File: src/hdl/vmef_pkg.sv
// shared types, constants and command/status structs of the motor energy fuse
package vmef_pkg;

    localparam int LOAD_W  = 20;
    localparam int K_W     = 14;
    localparam int TIME_W  = 32;
    localparam int DUTY_W  = 16;
    localparam int OMS_W   = 13;
    localparam int ODUTY_W = 10;
    localparam int CD_W    = 12;
    localparam int PCT_W   = 7;
    localparam int PROD_W  = 64;
    localparam int Q_W     = 34;
    localparam int REM_W   = 30;
    localparam int QUOT_W  = 20;
    localparam int NUM_W   = 50;

    localparam logic [LOAD_W-1:0] LOAD_MAX  = 20'd786432;
    localparam logic [LOAD_W-1:0] LOAD_SOFT = 20'd262144;
    localparam logic [LOAD_W-1:0] LOAD_MID  = 20'd393216;
    localparam logic [LOAD_W-1:0] LOAD_HARD = 20'd524288;

    localparam logic [K_W-1:0]    WINDOW_MS    = 14'd10000;
    localparam logic [TIME_W-1:0] COOLDOWN_MS  = 32'd3000;
    localparam logic [DUTY_W-1:0] DUTY_FULL    = 16'd1023;
    localparam logic [DUTY_W-1:0] DUTY_CAP_MID = 16'd800;
    localparam logic [DUTY_W-1:0] DUTY_CAP_HI  = 16'd600;
    localparam logic [TIME_W-1:0] SOFT_MAX_MS  = 32'd800;
    localparam logic [TIME_W-1:0] MAX_MS       = 32'd5000;

    // floor(x / 10000) = ((x >> 4) * DECAY_RCP) >> 39 for x < 2^33
    localparam logic [29:0] DECAY_RCP = 30'd879609303;
    localparam int          DECAY_SH  = 39;

    // floor(y / 25) = (y * FLOOR_RCP) >> 20 for y < 2^15
    localparam logic [15:0] FLOOR_RCP = 16'd41944;
    localparam int          FLOOR_SH  = 20;

    localparam logic [REM_W-1:0] ENERGY_DIV = 30'd1046529000;
    localparam logic [Q_W-1:0]   ENERGY_SAT = 34'd12558348000;

    // ((q >> 2) * ENERGY_RCP) >> 43 is floor(q * 2^16 / ENERGY_DIV) or one below it
    localparam logic [31:0] ENERGY_RCP = 32'd2203324522;
    localparam int          ENERGY_SH  = 43;

    localparam logic [PCT_W-1:0]   PCT_MAX       = 7'd100;
    localparam logic [PCT_W-1:0]   MIN_PCT_RESET = 7'd50;
    localparam logic [ODUTY_W-1:0] FLOOR_RESET   = 10'd511;

    localparam logic [1:0] REQ_CHECK  = 2'd0;
    localparam logic [1:0] REQ_RECORD = 2'd1;
    localparam logic [1:0] SIDE_LEFT  = 2'd0;
    localparam logic [1:0] SIDE_RIGHT = 2'd1;

    typedef enum logic [2:0] {
        MUL_LEFT_K,
        MUL_RIGHT_K,
        MUL_RECIP,
        MUL_DUTY_SQ,
        MUL_ENERGY
    } t_mul_sel;

    typedef struct packed {
        logic     capture;
        logic     prep;
        logic     mul_en;
        t_mul_sel mul_sel;
        logic     sub_left;
        logic     sub_right;
        logic     check;
        logic     div_start;
        logic     add_energy;
        logic     out_load;
    } t_cmd;

    typedef struct packed {
        logic do_decay;
        logic is_check;
        logic is_record;
        logic div_done;
    } t_status;

endpackage

File: src/hdl/vmef_ctrl.sv
// controller: sequences decay, check and record steps, owns both handshakes
module vmef_ctrl
    import vmef_pkg::*;
(
    input  logic    i_clk,
    input  logic    i_rst_n,
    input  logic    i_in_valid,
    output logic    o_in_stall,
    output logic    o_out_valid,
    input  logic    i_out_stall,
    input  t_status i_status,
    output t_cmd    o_cmd
);

    typedef enum logic [14:0] {
        S_IDLE      = 15'b000000000000001,
        S_PREP      = 15'b000000000000010,
        S_DL_MUL    = 15'b000000000000100,
        S_DL_DIV    = 15'b000000000001000,
        S_DL_SUB    = 15'b000000000010000,
        S_DR_MUL    = 15'b000000000100000,
        S_DR_DIV    = 15'b000000001000000,
        S_DR_SUB    = 15'b000000010000000,
        S_OP        = 15'b000000100000000,
        S_E_SQ      = 15'b000001000000000,
        S_E_MUL     = 15'b000010000000000,
        S_E_START   = 15'b000100000000000,
        S_E_WAIT    = 15'b001000000000000,
        S_E_ADD     = 15'b010000000000000,
        S_OUT       = 15'b100000000000000
    } t_state;

    t_state r_state;
    t_state n_state;
    logic   r_out_valid;
    logic   n_out_free;

    assign n_out_free = !r_out_valid || !i_out_stall;

    always_comb begin
        n_state = r_state;
        o_cmd   = '0;
        o_cmd.mul_sel = MUL_LEFT_K;
        case (r_state)
            S_IDLE: begin
                if (i_in_valid) begin
                    o_cmd.capture = 1'b1;
                    n_state = S_PREP;
                end
            end
            S_PREP: begin
                o_cmd.prep = 1'b1;
                n_state = i_status.do_decay ? S_DL_MUL : S_OP;
            end
            S_DL_MUL: begin
                o_cmd.mul_en  = 1'b1;
                o_cmd.mul_sel = MUL_LEFT_K;
                n_state = S_DL_DIV;
            end
            S_DL_DIV: begin
                o_cmd.mul_en  = 1'b1;
                o_cmd.mul_sel = MUL_RECIP;
                n_state = S_DL_SUB;
            end
            S_DL_SUB: begin
                o_cmd.sub_left = 1'b1;
                n_state = S_DR_MUL;
            end
            S_DR_MUL: begin
                o_cmd.mul_en  = 1'b1;
                o_cmd.mul_sel = MUL_RIGHT_K;
                n_state = S_DR_DIV;
            end
            S_DR_DIV: begin
                o_cmd.mul_en  = 1'b1;
                o_cmd.mul_sel = MUL_RECIP;
                n_state = S_DR_SUB;
            end
            S_DR_SUB: begin
                o_cmd.sub_right = 1'b1;
                n_state = S_OP;
            end
            S_OP: begin
                if (i_status.is_check) begin
                    o_cmd.check = 1'b1;
                    n_state = S_OUT;
                end else if (i_status.is_record) begin
                    n_state = S_E_SQ;
                end else begin
                    n_state = S_OUT;
                end
            end
            S_E_SQ: begin
                o_cmd.mul_en  = 1'b1;
                o_cmd.mul_sel = MUL_DUTY_SQ;
                n_state = S_E_MUL;
            end
            S_E_MUL: begin
                o_cmd.mul_en  = 1'b1;
                o_cmd.mul_sel = MUL_ENERGY;
                n_state = S_E_START;
            end
            S_E_START: begin
                o_cmd.div_start = 1'b1;
                n_state = S_E_WAIT;
            end
            S_E_WAIT: begin
                if (i_status.div_done) begin
                    n_state = S_E_ADD;
                end
            end
            S_E_ADD: begin
                o_cmd.add_energy = 1'b1;
                n_state = S_OUT;
            end
            S_OUT: begin
                if (n_out_free) begin
                    o_cmd.out_load = 1'b1;
                    n_state = S_IDLE;
                end
            end
            default: begin
                n_state = S_IDLE;
            end
        endcase
    end

    always_ff @(posedge i_clk) begin
        if (!i_rst_n) begin
            r_state     <= S_IDLE;
            r_out_valid <= 1'b0;
        end else begin
            r_state <= n_state;
            if (o_cmd.out_load) begin
                r_out_valid <= 1'b1;
            end else if (!i_out_stall) begin
                r_out_valid <= 1'b0;
            end
        end
    end

    assign o_in_stall  = (r_state != S_IDLE);
    assign o_out_valid = r_out_valid;

endmodule

File: config.mk
export PLATFORM = sky130hd
export DESIGN_NAME = vmef_ctrl
export DESIGN_NICKNAME = d
export VERILOG_FILES = /design/src/hdl/vmef_pkg.sv /design/src/hdl/vmef_ctrl.sv
export SDC_FILE = /design/constraint.sdc
export NUM_CORES = 1
export LEC_CHECK = 0
export BUFFER_PORTS_ARGS = -buffer_cell sky130_fd_sc_hd__buf_2
export CAP_MARGIN = 20
export CORE_ASPECT_RATIO = 0.75
export CORE_UTILIZATION = 52
export CTS_CLUSTER_SIZE = 8
export DETAILED_ROUTE_END_ITERATION = 10
export HOLD_SLACK_MARGIN = 0.08
export PLACE_DENSITY = 0.77
export SKIP_CTS_REPAIR_TIMING = 1
export SYNTH_ARGS = -nofsm -noshare
export SYNTH_HDL_FRONTEND = slang
export SYNTH_SLANG_ARGS = --single-unit
File: constraint.sdc
create_clock -name i_clk -period 2.7 [get_ports i_clk]
set_clock_uncertainty 0.2 [all_clocks]
set_input_delay 0.27 -clock i_clk [delete_from_list [all_inputs] [get_ports i_clk]]
set_output_delay 0.27 -clock i_clk [all_outputs]
set_load 0.02 [all_outputs]
After elaboration in Yosys (flattened, before gate mapping)
Index checks and enable logic that the tools add are counted.
- register bits: 16
- memory bits (writable): 0
- output and inout bits: 14
- input port bits: 8
- memories: 0
- bits in latches: 0
- logic and storage cells: 48
- ROM bits: 0
- reduce and logical (&&, ||, !) cells: 5
- add/sub/neg operators: 0
- shifts and indexed selects: 0
- multiplexer cells: 21
- divide/modulo/power cells: 0
- bitwise gates (word level): 0
- magnitude comparators: 0
- equality and inequality tests: 20
- $mul: 0
- operators by type and width (operator ; number):
    15-bit case mux with 15 select lines ; 1
    15-bit two-way mux ; 5
    4-bit case mux with 5 select lines ; 1
    15-bit by 1-bit equality test with 1-bit output (second input constant) ; 1
    15-bit by 10-bit equality test with 1-bit output (second input constant) ; 1
    15-bit by 11-bit equality test with 1-bit output (second input constant) ; 1
    15-bit by 12-bit equality test with 1-bit output (second input constant) ; 1
    15-bit by 13-bit equality test with 1-bit output (second input constant) ; 1
    15-bit by 14-bit equality test with 1-bit output (second input constant) ; 1
    15-bit equality test (second input constant) ; 1
    15-bit by 2-bit equality test with 1-bit output (second input constant) ; 1
    15-bit by 3-bit equality test with 1-bit output (second input constant) ; 1
    15-bit by 4-bit equality test with 1-bit output (second input constant) ; 1
    15-bit by 5-bit equality test with 1-bit output (second input constant) ; 1
    15-bit by 6-bit equality test with 1-bit output (second input constant) ; 1
    15-bit by 7-bit equality test with 1-bit output (second input constant) ; 1
    15-bit by 8-bit equality test with 1-bit output (second input constant) ; 1
    15-bit by 9-bit equality test with 1-bit output (second input constant) ; 1
    15-bit by 1-bit inequality test with 1-bit output (second input constant) ; 1
    1-bit two-way mux ; 13
    9-bit two-way mux ; 1
    2-bit inequality test (second input constant) ; 3
    3-bit AND reduction ; 1
    1-bit logical NOT ; 2
    3 further kinds ; 3

Depth between registers and ports, before layout
Gate-level depths: netlist (run 1).
- depth in word-level cells: 5
- gate-level depth with buffers: 7
- mapped depth without buffers: 5

Worst setup path after synthesis (run 1)
OpenSTA, ideal clock, no wires.
- kind: register to output
- from: register r_state[10]
- to: output o_cmd[11] in the netlist's numbering
- required time: 2230 ps
- setup slack: 470 ps
- arrival: 1760 ps
- stages on the path, launching flop included: 6
- buffers on the path: 1
- cells stage by stage: dfxtp_1 -> buf_2 -> nor4_4 -> nand4b_4 -> or2_2 -> nor2_1
- RTL lines (what ; line ; RTL):
    start, declared ; vmef_ctrl.sv:33 ; t_state r_state;
    start signal, assigned ; vmef_ctrl.sv:133 ; r_state <= n_state;
    end, declared ; vmef_ctrl.sv:12 ; output t_cmd o_cmd

==> results of run 1 <==
-- registers in the layout (all words and copies together), names as in the netlist --
| name | count |
|---|---|
| o_out_valid | 1 |
| r_state | 15 |
-- final cells by class --
type / instances / area share, %
inverters: 2 / 0.616
well taps: 22 / 2.26
clock buffers: 4 / 2.98
flip-flops and latches: 16 / 26.3
multi-input cells: 88 / 54.3
repair buffers: 28 / 13.6
-- per-stage QoR --
stage                     utilization (%)  hold slack, ns  instances  instance area (sq um)
after floorplan                         -           0.188        111                   1010
after global placement               64.1           0.276        152                   1140
after detailed placement             64.1           0.283        152                   1140
after CTS                            66.1          0.0144        156                   1170
after global routing                 68.7          0.0901        160                   1220
final                                68.7          0.0776        160                   1220
-- power groups by stage --
stage                     Sequential [mW]  Clock (mW)  Combinational (mW)
after floorplan                     0.272           0               0.180
after CTS                           0.272       0.165               0.236
after detailed placement            0.277           0               0.234
after global routing                0.278       0.180               0.265
final                               0.276       0.160               0.243
after global placement              0.275           0               0.231
-- worst paths after layout --
| check | startpoint | to | slack (ns) | depth (start not counted) |
|---|---|---|---|---|
| max | r_state[4] | o_cmd[2] | 0.19 | 5 |
| min | i_status[1] | r_state[9] | 0.08 | 2 |
| max reg2reg | r_state[4] | r_state[8] | 0.47 | 5 |
| min reg2reg | o_out_valid | o_out_valid | 0.30 | 2 |
-- critical path, cell delays in order, from the launching register on --
cell and delay, ns:
dfxtp_1 0.39, nor4_4 0.50, and3_1 0.28, nand2_1 0.08, nor3b_1 0.28, buf_2 0.22
-- synth_stat cells, drive strengths merged (2+ instances only) --
library cell,count,area [sq um]
nand2,10,37.5
nand4b,3,41.3
a21oi,2,10.0
nor4b,5,50.0
nand3,3,20.0
xnor2,3,26.3
a21boi,3,33.8
and4b,3,31.3
nor4,4,61.3
nor2,16,60.1
and3,3,18.8
nor3b,5,42.5
nor3,6,35.0
xor2,2,17.5
a211oi,3,22.5
inv,2,7.51
nand3b,3,22.5
dfxtp,16,320
clkbuf,3,15.0
buf,2,16.3
or2,2,12.5
-- routing by layer --
metal | up-vias | wire, um | GRT usage, % | share of wire (%)
met5 | - | 0 | 0 | 0
met4 | 0 | 14 | 5.92 | 0.61
met3 | 2 | 189 | 8.33 | 8.2
met2 | 30 | 1060 | 42.7 | 46
met1 | 413 | 1040 | 31.2 | 45
li1 | 464 | - | - | -
-- cells by family (layout without fill, tap and decap cells) --
group	count (synthesis)	count (layout)	share of synthesized area, %
AO/OA/AOI/OAI	14	14	13.1
XOR/XNOR	5	5	4.33
buffers and inverters	7	34	3.83
flip-flops	16	16	31.6
AND/OR/NAND/NOR	69	69	47.1
==> metrics.csv, run 1 <==
metric,value,unit
status,"complete, no violations",
dp_hpwl,1.78,mm
area_growth,20.4,%
antennaDiodeCount,0,
dp_slack,0.479,ns
final_cell_mix,"21 x buf_2, 16 x nor2_1, 16 x dfxtp_1, 10 x nand2_1, 5 x nor3_1",
syn_nets,119,
leakage,0.532,nW
drv_cap,0,
fin_total_pwr,0.678,mW
internal_power,0.438,mW
clk-insertion-delay-late,0.29,ns
firstDrtPassIters,4,
cts_max_level,1,
multi_input_area,662,sq um
fmax,0.399,GHz
tightestPinTransition,0.451,ns
syn_inst,111,
worst_slack,0.193,ns
hp-class,input pin to flip-flop,
grt_pass1_wl,3.66,mm
n_fill_cell,154,
initial_core_util,57.1,%
wirelength,2.30,mm
cts_tree,built,
synth_flop_cell,dfxtp_1,
switching_share,35.4,%
ir_worst_vdd,0.580,mV
gr-total-overflow,0,
p_comb_share,35.8,%
clkTransAtPathRegs,0.09,ns
synth_edf_count,0,
clock_path_buffers,2,
slew_headroom,69.7,%
portBuffers,21,
synth.avg_cell_area,9.12,sq um
wl_per_cell,14.4,um
crit_arrival,2.04,ns
seq_area,320,sq um
final-hold-violation-count,0,
cts_inserted_buffers,3,
pwr-share-clk,23.5,%
core,0.00177,sq mm
synth-seq-cells,16,
globalplace.congestion,0.863,
endpoint_kind,output port,
p_sw,0.240,mW
power_density,557,mW/mm^2
die_h,40.2,um
setup_violations,0,
rows,13,
grt_usage,25.1,%
vias,909,
drc,0,
synth.distinct_cells,43,
ys_seq_area_share,31.6,%
die_x,52.9,um
grt_max_degree,10,
fin_crit_sh,92.8,%
cp_data_required_time,2.23,ns
grt_pass1_vias,816,
vias_per_cell,5.68,
start_kind,flip-flop,
cts-root-buf,clkbuf_4,
seqPwrFrac,40.7,%
min_period,2.51,ns
slew_viol_final,0,
ant_nets,0,
critical_path_class,flip-flop to output port,
cts_sinks,16,
antenna_found_initial,0,
synth_area,0.00101,sq mm
cp_max_fo,7,
async_flop_share,0,%
grt_setup_unrepaired,no,
drt_iter0_markers,32,
synth-warning-count,0,
die_area,0.00213,sq mm
drive_above_1_share,33.3,%
setup_tns,0,ns
final_common_cell,buf_2,
io_pins,22,
nets,147,
(Power assumes the default switching activity.)
==> run 2: changes to the inputs <==
- CORE_UTILIZATION: 52 -> 40
- PLACE_DENSITY: 0.77 -> not set
==> run 2 against run 1 <==
Effect of this change: first-iteration DRC count shrank 28%; register-to-register slack lost 0.09 ns; clock power rose by 4%; total power up 0.83%; final cell count grew 11%; non-clock buffer count is 5 higher; critical path type unchanged; largest power group unchanged.
==> metrics.csv, run 2 (synthesis gave the netlist of run 1 again) <==
metric,value,unit
grt_usage,19.3,%
core,0.00235,sq mm
hold_ws,0.100,ns
drt_iter0_markers,23,
vias_per_cell,5.36,
wirelength,2.38,mm
final_cell_area,0.00128,sq mm
clock_path_buffers,2,
fin_util,54.7,%
grt_max_degree,10,
status,"complete, no violations",
firstDrtPassIters,4,
power_density,533,mW/mm^2
ir_worst_vdd,0.403,mV
final-hold-violation-count,0,
fin_crit_sh,94.2,%
antenna_found_initial,0,
antennaDiodeCount,0,
wl_per_cell,13.4,um
setup_tns,0,ns
grtUsageMet1,29.0,%
cp_data_required_time,2.23,ns
cts_tree,built,
clkTransAtPathRegs,0.10,ns
slew_headroom,73.2,%
final_cell_mix,"21 x buf_2, 16 x nor2_1, 16 x dfxtp_1, 10 x nand2_1, 7 x buf_4",
final_cells,177,
grt_setup_unrepaired,no,
io_pins,22,
grt_pass1_vias,756,
cts-root-buf,clkbuf_4,
min_period,2.54,ns
crit_arrival,2.07,ns
vias,948,
die_x,60.1,um
largest-register,r_state,
dpl.cell_count,162,
leakage,0.560,nW
endpoint_kind,output port,
die_area,0.00274,sq mm
drc,0,
grt.busiest_layer,met1,
cp_max_fo,7,
nets,152,
critical_path_class,flip-flop to output port,
ant_nets,0,
globalplace.congestion,0.817,
area_growth,26.7,%
clk-insertion-delay-late,0.30,ns
die_h,45.6,um
fmax,0.393,GHz
dp_hpwl,1.77,mm
postPlaceCellArea,0.00114,sq mm
portBuffers,21,
met2_usage,25.8,%
cts_max_level,1,
largest_reg_flops,15,
start_kind,flip-flop,
gr-total-overflow,0,
drv_cap,0,
slew_viol_final,0,
cts_sinks,16,
tightestPinTransition,0.397,ns
rows,15,
use_met3,5.11,%
final_common_cell,buf_2,
cts_inserted_buffers,3,
setup_violations,0,
grt_pass1_wl,3.75,mm
hp-class,input pin to flip-flop,
initial_core_util,43.1,%
drive_above_1_share,34.3,%
==> run 2: cell types whose count changed in the layout (fill, tap and decap cells not counted), sizes merged <==
cell,previous run,this run
buf,25,28
dlygate4sd3,3,5
==> run 2: per-layer routing <==
layer / routed length [um] / share of wire, %
met1: 1290 / 54
met2: 971 / 41
met3: 93 / 3.9
met4: 29 / 1.2
met5: 0 / 0
==> run 2: final timing paths <==
kind,start,to,slack (ns),depth (start not counted)
worst max register to register,r_state[3],r_state[9],0.38,5
worst min-delay path,i_status[0],r_state[12],0.10,3
worst max-delay path,r_state[11],o_cmd[11],0.16,6
worst min register to register,o_out_valid,o_out_valid,0.30,2
==> run 2: per-stage QoR <==
stage / worst slack (ns) / total power, mW
floorplan: 0.470 / 0.452
global placement: 0.375 / 0.504
detailed placement: 0.255 / 0.508
CTS: -0.0984 / 0.674
global route: 0.0302 / 0.727
finish: 0.157 / 0.684
==> run 2: critical path: stages, from the launching register on <==
cell	delay, ns
dfxtp_1	0.40
nor4_4	0.42
buf_4	0.21
nand4b_4	0.14
or2_2	0.35
nor2_1	0.08
buf_2	0.16
==> run 2: layout make-up <==
class                      instances  area, sq um
sequential                        16          320
multi-input combinational         88          668
clock buffer                       4         36.3
tap                               34         42.5
timing repair buffer              33          208
inverter                           2         7.51
fill                             236         1060
==> run 2: power by group <==
| part | internal (mW) | leakage [nW] | switching [mW] |
|---|---|---|---|
| logic | 0.110 | 0.409 | 0.133 |
| clock network | 0.0824 | 0.0210 | 0.0832 |
| registers | 0.249 | 0.129 | 0.0270 |
